**config.mk**
```make
export PLATFORM = sky130hd
export DESIGN_NAME = high_water_mark_barrier
export DESIGN_NICKNAME = d
export VERILOG_FILES = /design/src/rtl/hwmb_pkg.sv /design/src/rtl/hwmb_front.sv /design/src/rtl/hwmb_cmd_fifo.sv /design/src/rtl/hwmb_back.sv /design/src/rtl/high_water_mark_barrier.sv
export SDC_FILE = /design/constraint.sdc
export NUM_CORES = 1
export LEC_CHECK = 0
export ABC_CLOCK_PERIOD_IN_PS = 4400
export BUFFER_PORTS_ARGS = -buffer_cell sky130_fd_sc_hd__buf_2
export CAP_MARGIN = 40
export CORE_MARGIN = 8
export CORE_UTILIZATION = 30
export CTS_CLUSTER_DIAMETER = 60
export DETAILED_ROUTE_END_ITERATION = 16
export PLACE_DENSITY = 0.53
export SETUP_SLACK_MARGIN = 0.4
export SYNTH_ARGS = -nofsm -noshare
export SYNTH_HDL_FRONTEND = slang
export SYNTH_SLANG_ARGS = --single-unit
```
**constraint.sdc**
```tcl
create_clock -name clock -period 4.4 [get_ports clock]
set_input_delay 0 -clock clock [delete_from_list [all_inputs] [get_ports clock]]
set_output_delay 0 -clock clock [all_outputs]
set_load 0.05 [all_outputs]
```
**src/rtl/hwmb_pkg.sv**
```systemverilog
`default_nettype none
// ----------------------------------------------------------------------------
// hwmb_pkg
// Shared types and constants for the high-water-mark barrier.
// ----------------------------------------------------------------------------
package hwmb_pkg;

   localparam int MAX_PRODUCERS = 16;
   localparam int SLOT_W  = (MAX_PRODUCERS > 1) ? $clog2(MAX_PRODUCERS) : 1;
   localparam int CNT_W   = $clog2(MAX_PRODUCERS + 1);

   localparam int HWM_W    = 16;
   localparam int PCOUNT_W = 5;
   localparam int ID_W     = 5;
   localparam int TALLY_W  = 5;
   localparam int TOTAL_W  = 32;
   localparam int OUT_SLOT_W = 4;

   localparam int CSR_IDX_W  = 1;
   localparam int CSR_DATA_W = 16;
   localparam logic [CSR_IDX_W-1:0] CSR_HWM    = 1'b0;
   localparam logic [CSR_IDX_W-1:0] CSR_PCOUNT = 1'b1;

   localparam int CMD_DEPTH = 2;
   localparam int CMD_PTR_W = 1;
   localparam int CMD_CNT_W = 2;

   typedef enum logic [1:0] {
      OP_ISSUE = 2'd0,
      OP_TEST  = 2'd1,
      OP_DONE  = 2'd2,
      OP_CLEAR = 2'd3
   } op_type;

   typedef struct packed {
      logic [1:0]      operation;
      logic [ID_W-1:0] producer_id;
   } req_type;

   typedef struct packed {
      logic                  released;
      logic [OUT_SLOT_W-1:0] producer_slot;
      logic [TOTAL_W-1:0]    release_total;
      logic                  last;
   } rsp_type;

   // Decoded command handed from the front to the back.
   typedef struct packed {
      op_type            op;
      logic              slot_ok;
      logic [SLOT_W-1:0] slot;
   } cmd_type;

endpackage
`default_nettype wire

```
**src/rtl/hwmb_front.sv**
```systemverilog
`default_nettype none
// ----------------------------------------------------------------------------
// hwmb_front
// Accepts request items and decodes them into commands for the queue.
// ----------------------------------------------------------------------------
module hwmb_front (
   input  wire                     req_valid,
   output logic                    req_ready,
   input  hwmb_pkg::req_type       req_data,
   output logic                    cmd_push,
   output hwmb_pkg::cmd_type       cmd_data,
   input  wire                     cmd_ready
);
   import hwmb_pkg::*;

   assign req_ready = cmd_ready;
   assign cmd_push  = req_valid && cmd_ready;

   always_comb begin
      cmd_data.op      = op_type'(req_data.operation);
      // Ids are numbered from one; zero and ids past the last slot are flagged as having no valid slot.
      cmd_data.slot_ok = (req_data.producer_id != '0) &&
                         (int'(req_data.producer_id) <= MAX_PRODUCERS);
      cmd_data.slot    = SLOT_W'(req_data.producer_id - ID_W'(1));
   end

endmodule
`default_nettype wire

```
**src/rtl/hwmb_cmd_fifo.sv**
```systemverilog
`default_nettype none
// ----------------------------------------------------------------------------
// hwmb_cmd_fifo
// Short command queue that decouples the front from the back.
// ----------------------------------------------------------------------------
module hwmb_cmd_fifo (
   input  wire                     clock,
   input  wire                     reset,
   input  wire                     in_push,
   input  hwmb_pkg::cmd_type       in_data,
   output logic                    in_ready,
   output logic                    out_valid,
   output hwmb_pkg::cmd_type       out_data,
   input  wire                     out_pop
);
   import hwmb_pkg::*;

   cmd_type                mem_ff [CMD_DEPTH];
   logic [CMD_PTR_W-1:0]   wr_ptr_ff, wr_ptr_in;
   logic [CMD_PTR_W-1:0]   rd_ptr_ff, rd_ptr_in;
   logic [CMD_CNT_W-1:0]   count_ff, count_in;
   logic                   do_push, do_pop;

   assign in_ready  = (int'(count_ff) != CMD_DEPTH);
   assign out_valid = (count_ff != '0);
   assign out_data  = mem_ff[rd_ptr_ff];
   assign do_push   = in_push && in_ready;
   assign do_pop    = out_pop && out_valid;

   always_comb begin
      wr_ptr_in = wr_ptr_ff;
      rd_ptr_in = rd_ptr_ff;
      count_in  = count_ff;
      if (do_push) begin
         wr_ptr_in = (int'(wr_ptr_ff) == CMD_DEPTH - 1) ? '0 : wr_ptr_ff + CMD_PTR_W'(1);
      end
      if (do_pop) begin
         rd_ptr_in = (int'(rd_ptr_ff) == CMD_DEPTH - 1) ? '0 : rd_ptr_ff + CMD_PTR_W'(1);
      end
      if (do_push && !do_pop) begin
         count_in = count_ff + CMD_CNT_W'(1);
      end else if (do_pop && !do_push) begin
         count_in = count_ff - CMD_CNT_W'(1);
      end
   end

   always_ff @(posedge clock) begin
      if (reset) begin
         wr_ptr_ff <= '0;
         rd_ptr_ff <= '0;
         count_ff  <= '0;
      end else begin
         wr_ptr_ff <= wr_ptr_in;
         rd_ptr_ff <= rd_ptr_in;
         count_ff  <= count_in;
      end
   end

   always_ff @(posedge clock) begin
      if (do_push) begin
         mem_ff[wr_ptr_ff] <= in_data;
      end
   end

   a_count_bound: assert property (@(posedge clock) disable iff (reset)
      int'(count_ff) <= CMD_DEPTH)
      else $error("command queue count past its depth");

   a_ptr_gap: assert property (@(posedge clock) disable iff (reset)
      (count_ff == '0) |-> (wr_ptr_ff == rd_ptr_ff))
      else $error("empty command queue with unequal pointers");

endmodule
`default_nettype wire

```
**src/rtl/hwmb_back.sv**
```systemverilog
`default_nettype none
// ----------------------------------------------------------------------------
// hwmb_back
// Executes barrier commands, holds the barrier state and drives results.
// ----------------------------------------------------------------------------
module hwmb_back (
   input  wire                              clock,
   input  wire                              reset,
   input  wire                              cmd_valid,
   input  hwmb_pkg::cmd_type                cmd_data,
   output logic                             cmd_pop,
   input  wire [hwmb_pkg::HWM_W-1:0]        hwm,
   input  wire [hwmb_pkg::PCOUNT_W-1:0]     pcount,
   output logic                             rsp_valid,
   input  wire                              rsp_ready,
   output hwmb_pkg::rsp_type                rsp_data
);
   import hwmb_pkg::*;

   typedef enum logic {
      ST_IDLE,
      ST_EMIT
   } state_type;

   state_type            state_ff, state_in;
   logic [HWM_W-1:0]     counts_ff [MAX_PRODUCERS];
   logic [HWM_W-1:0]     counts_in [MAX_PRODUCERS];
   logic [TALLY_W-1:0]   tally_ff, tally_in;
   logic [CNT_W-1:0]     active_ff, active_in;
   logic [TOTAL_W-1:0]   sum_ff, sum_in;
   logic [CNT_W-1:0]     n_ff, n_in;
   logic [SLOT_W-1:0]    idx_ff, idx_in;
   logic                 rsp_valid_ff, rsp_valid_in;
   rsp_type              rsp_data_ff, rsp_data_in;

   logic [CNT_W-1:0]     limit;
   logic                 out_free;
   logic [HWM_W-1:0]     cur_count;
   logic [HWM_W-1:0]     next_count;
   logic                 emit_last;

   assign rsp_valid = rsp_valid_ff;
   assign rsp_data  = rsp_data_ff;
   assign out_free  = !rsp_valid_ff || rsp_ready;

   assign limit = (int'(pcount) > MAX_PRODUCERS) ? CNT_W'(MAX_PRODUCERS) : CNT_W'(pcount);
   assign cur_count  = counts_ff[cmd_data.slot];
   assign next_count = cur_count + HWM_W'(1);
   assign emit_last  = ((CNT_W'(idx_ff) + CNT_W'(1)) == n_ff);

   always_comb begin
      state_in     = state_ff;
      counts_in    = counts_ff;
      tally_in     = tally_ff;
      active_in    = active_ff;
      sum_in       = sum_ff;
      n_in         = n_ff;
      idx_in       = idx_ff;
      rsp_valid_in = rsp_valid_ff;
      rsp_data_in  = rsp_data_ff;
      cmd_pop      = 1'b0;

      if (rsp_valid_ff && rsp_ready) begin
         rsp_valid_in = 1'b0;
      end

      unique case (state_ff)
         ST_IDLE: begin
            if (cmd_valid) begin
               unique case (cmd_data.op)
                  OP_ISSUE: begin
                     cmd_pop = 1'b1;
                     if (cmd_data.slot_ok && (cur_count != '1)) begin
                        counts_in[cmd_data.slot] = next_count;
                        // Only a count that moves onto the mark raises the tally.
                        if ((next_count == hwm) && (tally_ff != '1)) begin
                           tally_in = tally_ff + TALLY_W'(1);
                        end
                     end
                  end
                  OP_TEST: begin
                     if (out_free) begin
                        cmd_pop = 1'b1;
                        if ({{CNT_W{1'b0}}, tally_ff} >= {{TALLY_W{1'b0}}, active_ff}) begin
                           sum_in   = sum_ff + TOTAL_W'(hwm);
                           tally_in = '0;
                           for (int i = 0; i < MAX_PRODUCERS; i++) begin
                              if (CNT_W'(i) < limit) begin
                                 counts_in[i] = '0;
                              end
                           end
                           n_in   = limit;
                           idx_in = '0;
                           if (limit != '0) begin
                              state_in = ST_EMIT;
                           end
                        end else begin
                           rsp_valid_in               = 1'b1;
                           rsp_data_in.released       = 1'b0;
                           rsp_data_in.producer_slot  = '0;
                           rsp_data_in.release_total  = sum_ff;
                           rsp_data_in.last           = 1'b1;
                        end
                     end
                  end
                  OP_DONE: begin
                     cmd_pop = 1'b1;
                     if (active_ff != '0) begin
                        active_in = active_ff - CNT_W'(1);
                     end
                  end
                  OP_CLEAR: begin
                     cmd_pop = 1'b1;
                     for (int i = 0; i < MAX_PRODUCERS; i++) begin
                        counts_in[i] = '0;
                     end
                     tally_in  = '0;
                     sum_in    = '0;
                     active_in = limit;
                  end
                  default: begin
                  end
               endcase
            end
         end
         ST_EMIT: begin
            // One continue message per producer slot, in slot order.
            if (out_free) begin
               rsp_valid_in              = 1'b1;
               rsp_data_in.released      = 1'b1;
               rsp_data_in.producer_slot = OUT_SLOT_W'(idx_ff);
               rsp_data_in.release_total = sum_ff;
               rsp_data_in.last          = emit_last;
               idx_in                    = idx_ff + SLOT_W'(1);
               if (emit_last) begin
                  state_in = ST_IDLE;
               end
            end
         end
         default: begin
            state_in = ST_IDLE;
         end
      endcase
   end

   always_ff @(posedge clock) begin
      if (reset) begin
         state_ff     <= ST_IDLE;
         for (int i = 0; i < MAX_PRODUCERS; i++) begin
            counts_ff[i] <= '0;
         end
         tally_ff     <= '0;
         active_ff    <= '0;
         sum_ff       <= '0;
         rsp_valid_ff <= 1'b0;
      end else begin
         state_ff     <= state_in;
         counts_ff    <= counts_in;
         tally_ff     <= tally_in;
         active_ff    <= active_in;
         sum_ff       <= sum_in;
         rsp_valid_ff <= rsp_valid_in;
      end
      n_ff        <= n_in;
      idx_ff      <= idx_in;
      rsp_data_ff <= rsp_data_in;
   end

   a_emit_index: assert property (@(posedge clock) disable iff (reset)
      (state_ff == ST_EMIT) |-> (CNT_W'(idx_ff) < n_ff))
      else $error("release walk index past the producer count");

   a_emit_no_pop: assert property (@(posedge clock) disable iff (reset)
      (state_ff == ST_EMIT) |-> !cmd_pop)
      else $error("command taken during a release walk");

   a_last_ends_walk: assert property (@(posedge clock) disable iff (reset)
      ((state_ff == ST_EMIT) && out_free && emit_last) |=> (state_ff == ST_IDLE))
      else $error("release walk did not end after its final item");

endmodule
`default_nettype wire

```
**src/rtl/high_water_mark_barrier.sv**
```systemverilog
`default_nettype none
// ----------------------------------------------------------------------------
// high_water_mark_barrier
// Barrier that releases a group of producers once each has issued the mark.
// ----------------------------------------------------------------------------
// Request items enter a two-entry command queue in the cycle they are
// accepted; the execution side retires issue, done and clear items at one
// item per cycle while no test ahead of them is waiting or sending continue
// messages. A test item waits for a free result register; one that is not
// released yields one result. A released test updates the state and then
// sends one continue message per registered producer (up to 16) through
// the result register, taking no new item until the last one is sent.
// Configuration registers take effect for items executed after the write.
module high_water_mark_barrier (
   input  wire                                  clock,
   input  wire                                  reset,
   input  wire                                  req_valid,
   output logic                                 req_ready,
   input  hwmb_pkg::req_type                    req_data,
   output logic                                 rsp_valid,
   input  wire                                  rsp_ready,
   output hwmb_pkg::rsp_type                    rsp_data,
   input  wire                                  csr_we,
   input  wire [hwmb_pkg::CSR_IDX_W-1:0]        csr_index,
   input  wire [hwmb_pkg::CSR_DATA_W-1:0]       csr_wdata
);
   import hwmb_pkg::*;

   logic [HWM_W-1:0]    hwm_ff;
   logic [PCOUNT_W-1:0] pcount_ff;

   logic     front_push;
   cmd_type  front_cmd;
   logic     fifo_ready;
   logic     fifo_valid;
   cmd_type  fifo_cmd;
   logic     back_pop;

   always_ff @(posedge clock) begin
      if (reset) begin
         hwm_ff    <= HWM_W'(1);
         pcount_ff <= '0;
      end else if (csr_we) begin
         unique case (csr_index)
            CSR_HWM:    hwm_ff    <= HWM_W'(csr_wdata);
            CSR_PCOUNT: pcount_ff <= PCOUNT_W'(csr_wdata);
            default: begin
            end
         endcase
      end
   end

   hwmb_front u_front (
      .req_valid (req_valid),
      .req_ready (req_ready),
      .req_data  (req_data),
      .cmd_push  (front_push),
      .cmd_data  (front_cmd),
      .cmd_ready (fifo_ready)
   );

   hwmb_cmd_fifo u_fifo (
      .clock     (clock),
      .reset     (reset),
      .in_push   (front_push),
      .in_data   (front_cmd),
      .in_ready  (fifo_ready),
      .out_valid (fifo_valid),
      .out_data  (fifo_cmd),
      .out_pop   (back_pop)
   );

   hwmb_back u_back (
      .clock     (clock),
      .reset     (reset),
      .cmd_valid (fifo_valid),
      .cmd_data  (fifo_cmd),
      .cmd_pop   (back_pop),
      .hwm       (hwm_ff),
      .pcount    (pcount_ff),
      .rsp_valid (rsp_valid),
      .rsp_ready (rsp_ready),
      .rsp_data  (rsp_data)
   );

endmodule
`default_nettype wire
```
Word-level counts from Yosys, hierarchy flattened

Memory sizes are Yosys's and may differ from the RTL's. A register that Yosys moved wholly into a read port is not among the register bits.
Index checks and enable logic that the tools add are counted.

Register bits after elaboration: 372
Bits in writable memories: 14
Input port bits: 29
Output and inout port bits: 40
Logic and storage cells: 227
Memories: 1

Memories:

| name          | words | bits a word | rd ports | clocked after Yosys merged registers in | wr ports | RTL line            | text |
|---|---|---|---|---|---|---|---|
| u_fifo.mem_ff | 2     | 7           | 1        | 1                                       | 1        | hwmb_cmd_fifo.sv:18 | `cmd_type mem_ff [CMD_DEPTH];` |

$add $sub $neg: 11
Order comparisons: 21
Equal/unequal tests: 35
Multiplexer cells: 76
Bitwise logic cells: 3
Reductions and logical operators: 48

Operator list:

| operator                | number |
|---|---|
| $mux W256               | 3 |
| $pmux W256 S3           | 1 |
| $mux W16                | 19 |
| $bwmux W256             | 1 |
| $mux W38                | 5 |
| $reduce_and A7 Y1       | 17 |
| $pmux W38 S2            | 1 |
| $bmux W16 S4            | 1 |
| $demux W16 S4           | 1 |
| $mux W32                | 2 |
| $pmux W32 S2            | 1 |
| $ne A2 B1 Y1 const B    | 23 |
| $lt A4 B5 Y1 const A    | 8 |
| $add A32 B16 Y32        | 1 |
| $mux W5                 | 6 |
| $mux W1                 | 22 |
| $lt A3 B5 Y1 const A    | 4 |
| $mux W4                 | 5 |
| $reduce_and A5 Y1       | 4 |
| $add A16 B1 Y16 const B | 1 |
| $eq A16 B16 Y1          | 1 |
| $ne A16 B16 Y1 const B  | 1 |
| $pmux W5 S3             | 1 |
| $reduce_bool A5 Y1      | 3 |
| other kinds (35)        | 62 |

Logic depth before layout (Yosys ltp)

Depth after elaboration: 10
Mapped depth: 20
Mapped depth without buffers: 15

Cells and area by module

From an unflattened synthesis, not the netlist that was laid out.

Cells, all modules: 1895
Area total of the unflattened synthesis: 18378.9 µm²

Modules (own cells, without submodules):

| module                  | instances | cells each | area each (µm²) | seq. area each (µm²) |
|---|---|---|---|---|
| hwmb_back               | 1         | 1746       | 16564.6         | 7417.1 |
| high_water_mark_barrier | 1         | 90         | 978.4           | 420.4 |
| hwmb_cmd_fifo           | 1         | 46         | 734.5           | 520.5 |
| hwmb_front              | 1         | 13         | 101.3           | 0.0 |

Worst setup path before layout

OpenSTA, ideal clock, no wires.

Path type: reg2reg
From: register with a tool-made name
To: register u_back.counts_ff[24] in the netlist's numbering
Library setup time: 0.066 ns
Arrival time: 4.485 ns
Data required time: 4.334 ns
Setup slack: -0.151 ns
Cell stages (with the launch flop): 20
Path buffers: 6
Period minus slack after synthesis: 4.551 ns
Cell sequence: dfxtp_1 > buf_6 > mux2i_4 > buf_6 > buf_8 > buf_6 > mux4_2 > nand2_1 > nand4_1 > clkbuf_1 > ha_1 > nand4_1 > nor2b_1 > a41oi_2 > a21boi_1 > o21ai_1 > nor3_1 > clkbuf_1 > a22oi_1 > nor2_1

RTL lines:

| item                   | RTL line         | text |
|---|---|---|
| end signal: assignment | hwmb_back.sv:158 | `counts_ff <= counts_in;` |
| end: declaration       | hwmb_back.sv:26  | `logic [HWM_W-1:0] counts_ff [MAX_PRODUCERS];` |

==> impl_results.md <==
- Max-Cap Viols: 0
- Routed length per placed instance: 20.9 um
- # port buffers: 68
- Final worst slack: 0.450 ns
- Setup crit end kind: register
- Die height: approximately 270 um
- Clk_skew: ~0.021 ns
- Status: completed
- Routed Wire Length: approximately 66 mm
- # diodes: 0
- Fin crit period: between 3 and 4 ns
- Vias: approximately 17000
- Layout cells sized above 1: a little under a fifth
- WHS: 0.174 ns
- Core area: ~62000 um^2
- Reg area: 8360 um^2
- Startpoint types: register
- Setup WS pre-CTS: 0.0619 ns
- Post-synth net total: about 2200
- Antenna violations before repair: 0
- Worst skew pair latency: 0.58 ns
- Leakage: between 8 and 9 nW
- ANT nets after route: 0
- Least-Margin Pin Slew: between 0.9 and 1 ns
- Max FO, Critical Path: 9
- # clock sinks: between 300 and 400
- Post-synthesis sequential area ratio: around 45%
- Top FF cell, synth: dfxtp_1
- Synth async-reset ratio: 0%
- Final net count: about 2300
- FMAX: 253 MHz
- Global-route usage over all layers: 17.5%
- Cell Rows: between 90 and 100
- Fill cells: approximately 6000
- WS Path Type: register to register
- Io pins: 69
- Multi-input logic area: between 9000 and 10000 um^2
- Htree depth: 2
- Count of cell types in the netlist: between 70 and 80
- Largest net degree at the start of global routing: between 100 and 150
- Syn Inst Count: ~2100
- Root Driver: clkbuf_16
- RSZ-0062 raised after global routing: yes
- Avg Vias per Cell: ~5.4
- Slew HR: approximately 37%
- DIE WIDTH: between 200 and 300 um
- Synth Area per Inst: between 8 and 9 um^2
- #FFs+latches synth: between 300 and 400
- DR iter-0 viols: ~1600
- Data arrival, critical path: between 4 and 5 ns
- Vias in the first global route: between 15000 and 20000
- Yosys warnings: 0
- Final hold violation count: 0
- First-pass GRT wire length: between 90 and 100 mm
- Crit share post-route: roughly 90%
- CTS Buffer Depth: 3
- Number of synthesized flops with an enable pin: 61
- VDD IR max: between 0.0003 and 0.0004 V
- CTS Buf Count: between 40 and 50
- Total congestion overflow: 0
- Routability Congestion: approximately 0.86
- Max Slew Vio Count: 0
- Detailed Routing Iterations Pass 1: 5
- Post-layout util: 37.7%
- HPWL Detailed: 44.0 mm
- CTS tree: yes
- Die area: roughly 70000 um^2
- Power per Cell Area: 614 nW/um^2
- # setup viols final: 0
- Initial Utilization: between 30% and 40%
- CP Data Required Time: roughly 4.9 ns
- Clock transition at path regs: roughly 0.060 ns
- Post-Syn Area: 18700 um^2
- Hold/Removal Path Class: input port to register
- # DRC: 0
- Synthesis-to-layout area growth: 24.3%
-- metal layers --
layer | vias up | share of wire [%] | track usage [%]
li1 | 7907 | - | -
met1 | 8245 | 44 | 23.3
met2 | 770 | 45 | 27.9
met3 | 154 | 7.8 | 3.26
met4 | 0 | 4.0 | 7.15
met5 | - | 0 | 0
-- synthesized netlist by cell type, types with 22 or more instances --
cell / instances / area, um^2
nor3_1: 91 / 455
nand3_1: 138 / 691
ha_1: 29 / 363
edfxtp_1: 61 / 1830
clkbuf_1: 122 / 458
nor2_1: 260 / 976
nand2_1: 215 / 807
a21oi_1: 250 / 1250
a21o_1: 107 / 803
xnor2_1: 30 / 263
xor2_1: 30 / 263
and2_1: 22 / 138
a22oi_1: 75 / 563
and3_1: 22 / 138
o21ai_0: 45 / 225
dfxtp_1: 326 / 6530
a41oi_1: 25 / 219
inv_1: 37 / 139
-- cells in the final DEF (no fill, tap or decap), types with 49 or more instances in the layout --
| master | count |
|---|---|
| buf_4 | 116 |
| dfxtp_1 | 325 |
| a21oi_1 | 249 |
| nor3_1 | 88 |
| clkbuf_16 | 49 |
| nor2_1 | 251 |
| a21o_1 | 106 |
| nand3_1 | 135 |
| edfxtp_1 | 61 |
| buf_2 | 69 |
| nand2_1 | 213 |
| a22oi_1 | 74 |
-- where the power goes --
part           internal [W]  switching [W]  leakage (nW)
registers           0.00382       0.000138          3.20
logic               0.00220        0.00419          4.64
clock network       0.00240        0.00151         0.760
-- metrics by stage --
stage	instances	TNS, ns	power [W]	instance area, um^2
after floorplan	2131	0	0.00746	18800
after global placement	2981	-0.675	0.00953	20400
after detailed placement	2985	0	0.00957	20400
after CTS	3108	0	0.0138	22600
after global routing	3142	0	0.0148	23200
final	3142	0	0.0143	23200
-- worst paths after layout --
| path | startpoint | end | slack (ns) | cells after the start |
|---|---|---|---|---|
| hold / removal | req_data[6] | u_fifo.mem_ff[1][6] | 0.17 | 2 |
| setup reg to reg | register | u_back.tally_ff[3] | 0.45 | 18 |
| hold reg to reg | u_back.sum_ff[16] | u_back.rsp_data[17] | 0.44 | 0 |
| setup / recovery | register | u_back.tally_ff[3] | 0.45 | 18 |
-- worst max-delay path: stages (launching register included) --
cell and delay [ns]:
dfxtp_4 0.42, buf_8 0.14, nand3b_1 0.20, buf_4 0.15, buf_4 0.14, a21boi_0 0.11, o41ai_2 0.33, nand4_1 0.15
buf_4 0.19, ha_4 0.18, buf_12 0.13, xnor2_4 0.20, xor2_1 0.17, and3_1 0.22, o2111ai_2 0.16, nor4_4 0.33
nand3_2 0.13, or4_4 0.43, a21oi_2 0.12
-- sequential cells by signal, indices dropped and copies added, names as in the netlist, named ones only --
signal            count
u_back.counts_ff    256
u_back.rsp_data      38
u_back.sum_ff        32
hwm_ff               16
u_fifo.mem_ff        14
pcount_ff             5
u_back.active_ff      5
u_back.n_ff           5
u_back.tally_ff       5
u_back.idx_ff         4
u_fifo.count_ff       2
u_back.rsp_valid      1
u_back.state_ff       1
u_fifo.rd_ptr_ff      1
u_fifo.wr_ptr_ff      1
-- area by class of cell --
cell class	instances	share of cell area, %
inverter	37	0.598
clock buffer	57	5.35
multi-input combinational	1546	42.9
timing repair buffer	256	9.41
tap	837	4.51
clock inverter	22	1.26
sequential	387	36.0
-- what timing repair did --
| item | 4_1_cts | 5_1_grt |
|---|---|---|
| endpoints found under the hold margin | 47 | 0 |
| endpoints found under the setup margin | 205 | 169 |
| gates cloned | 0 | 6 |
| resized for setup | 41 | 58 |
| pin swaps | 16 | 26 |
| buffers inserted | 12 | 28 |
| hold buffers | 32 | 0 |
-- kinds of logic (layout without fill, tap and decap cells) --
family	count (synthesis)	in the layout	share of synthesized area, %
AO/OA/AOI/OAI	564	564	19.0
multiplexers	46	46	5.02
AND/OR/NAND/NOR	843	843	21.5
flip-flops	387	387	44.8
buffers and inverters	198	372	4.45
adder cells (fa/ha/maj)	30	30	2.05
XOR/XNOR	63	63	3.15
(Power assumes the default switching activity.)
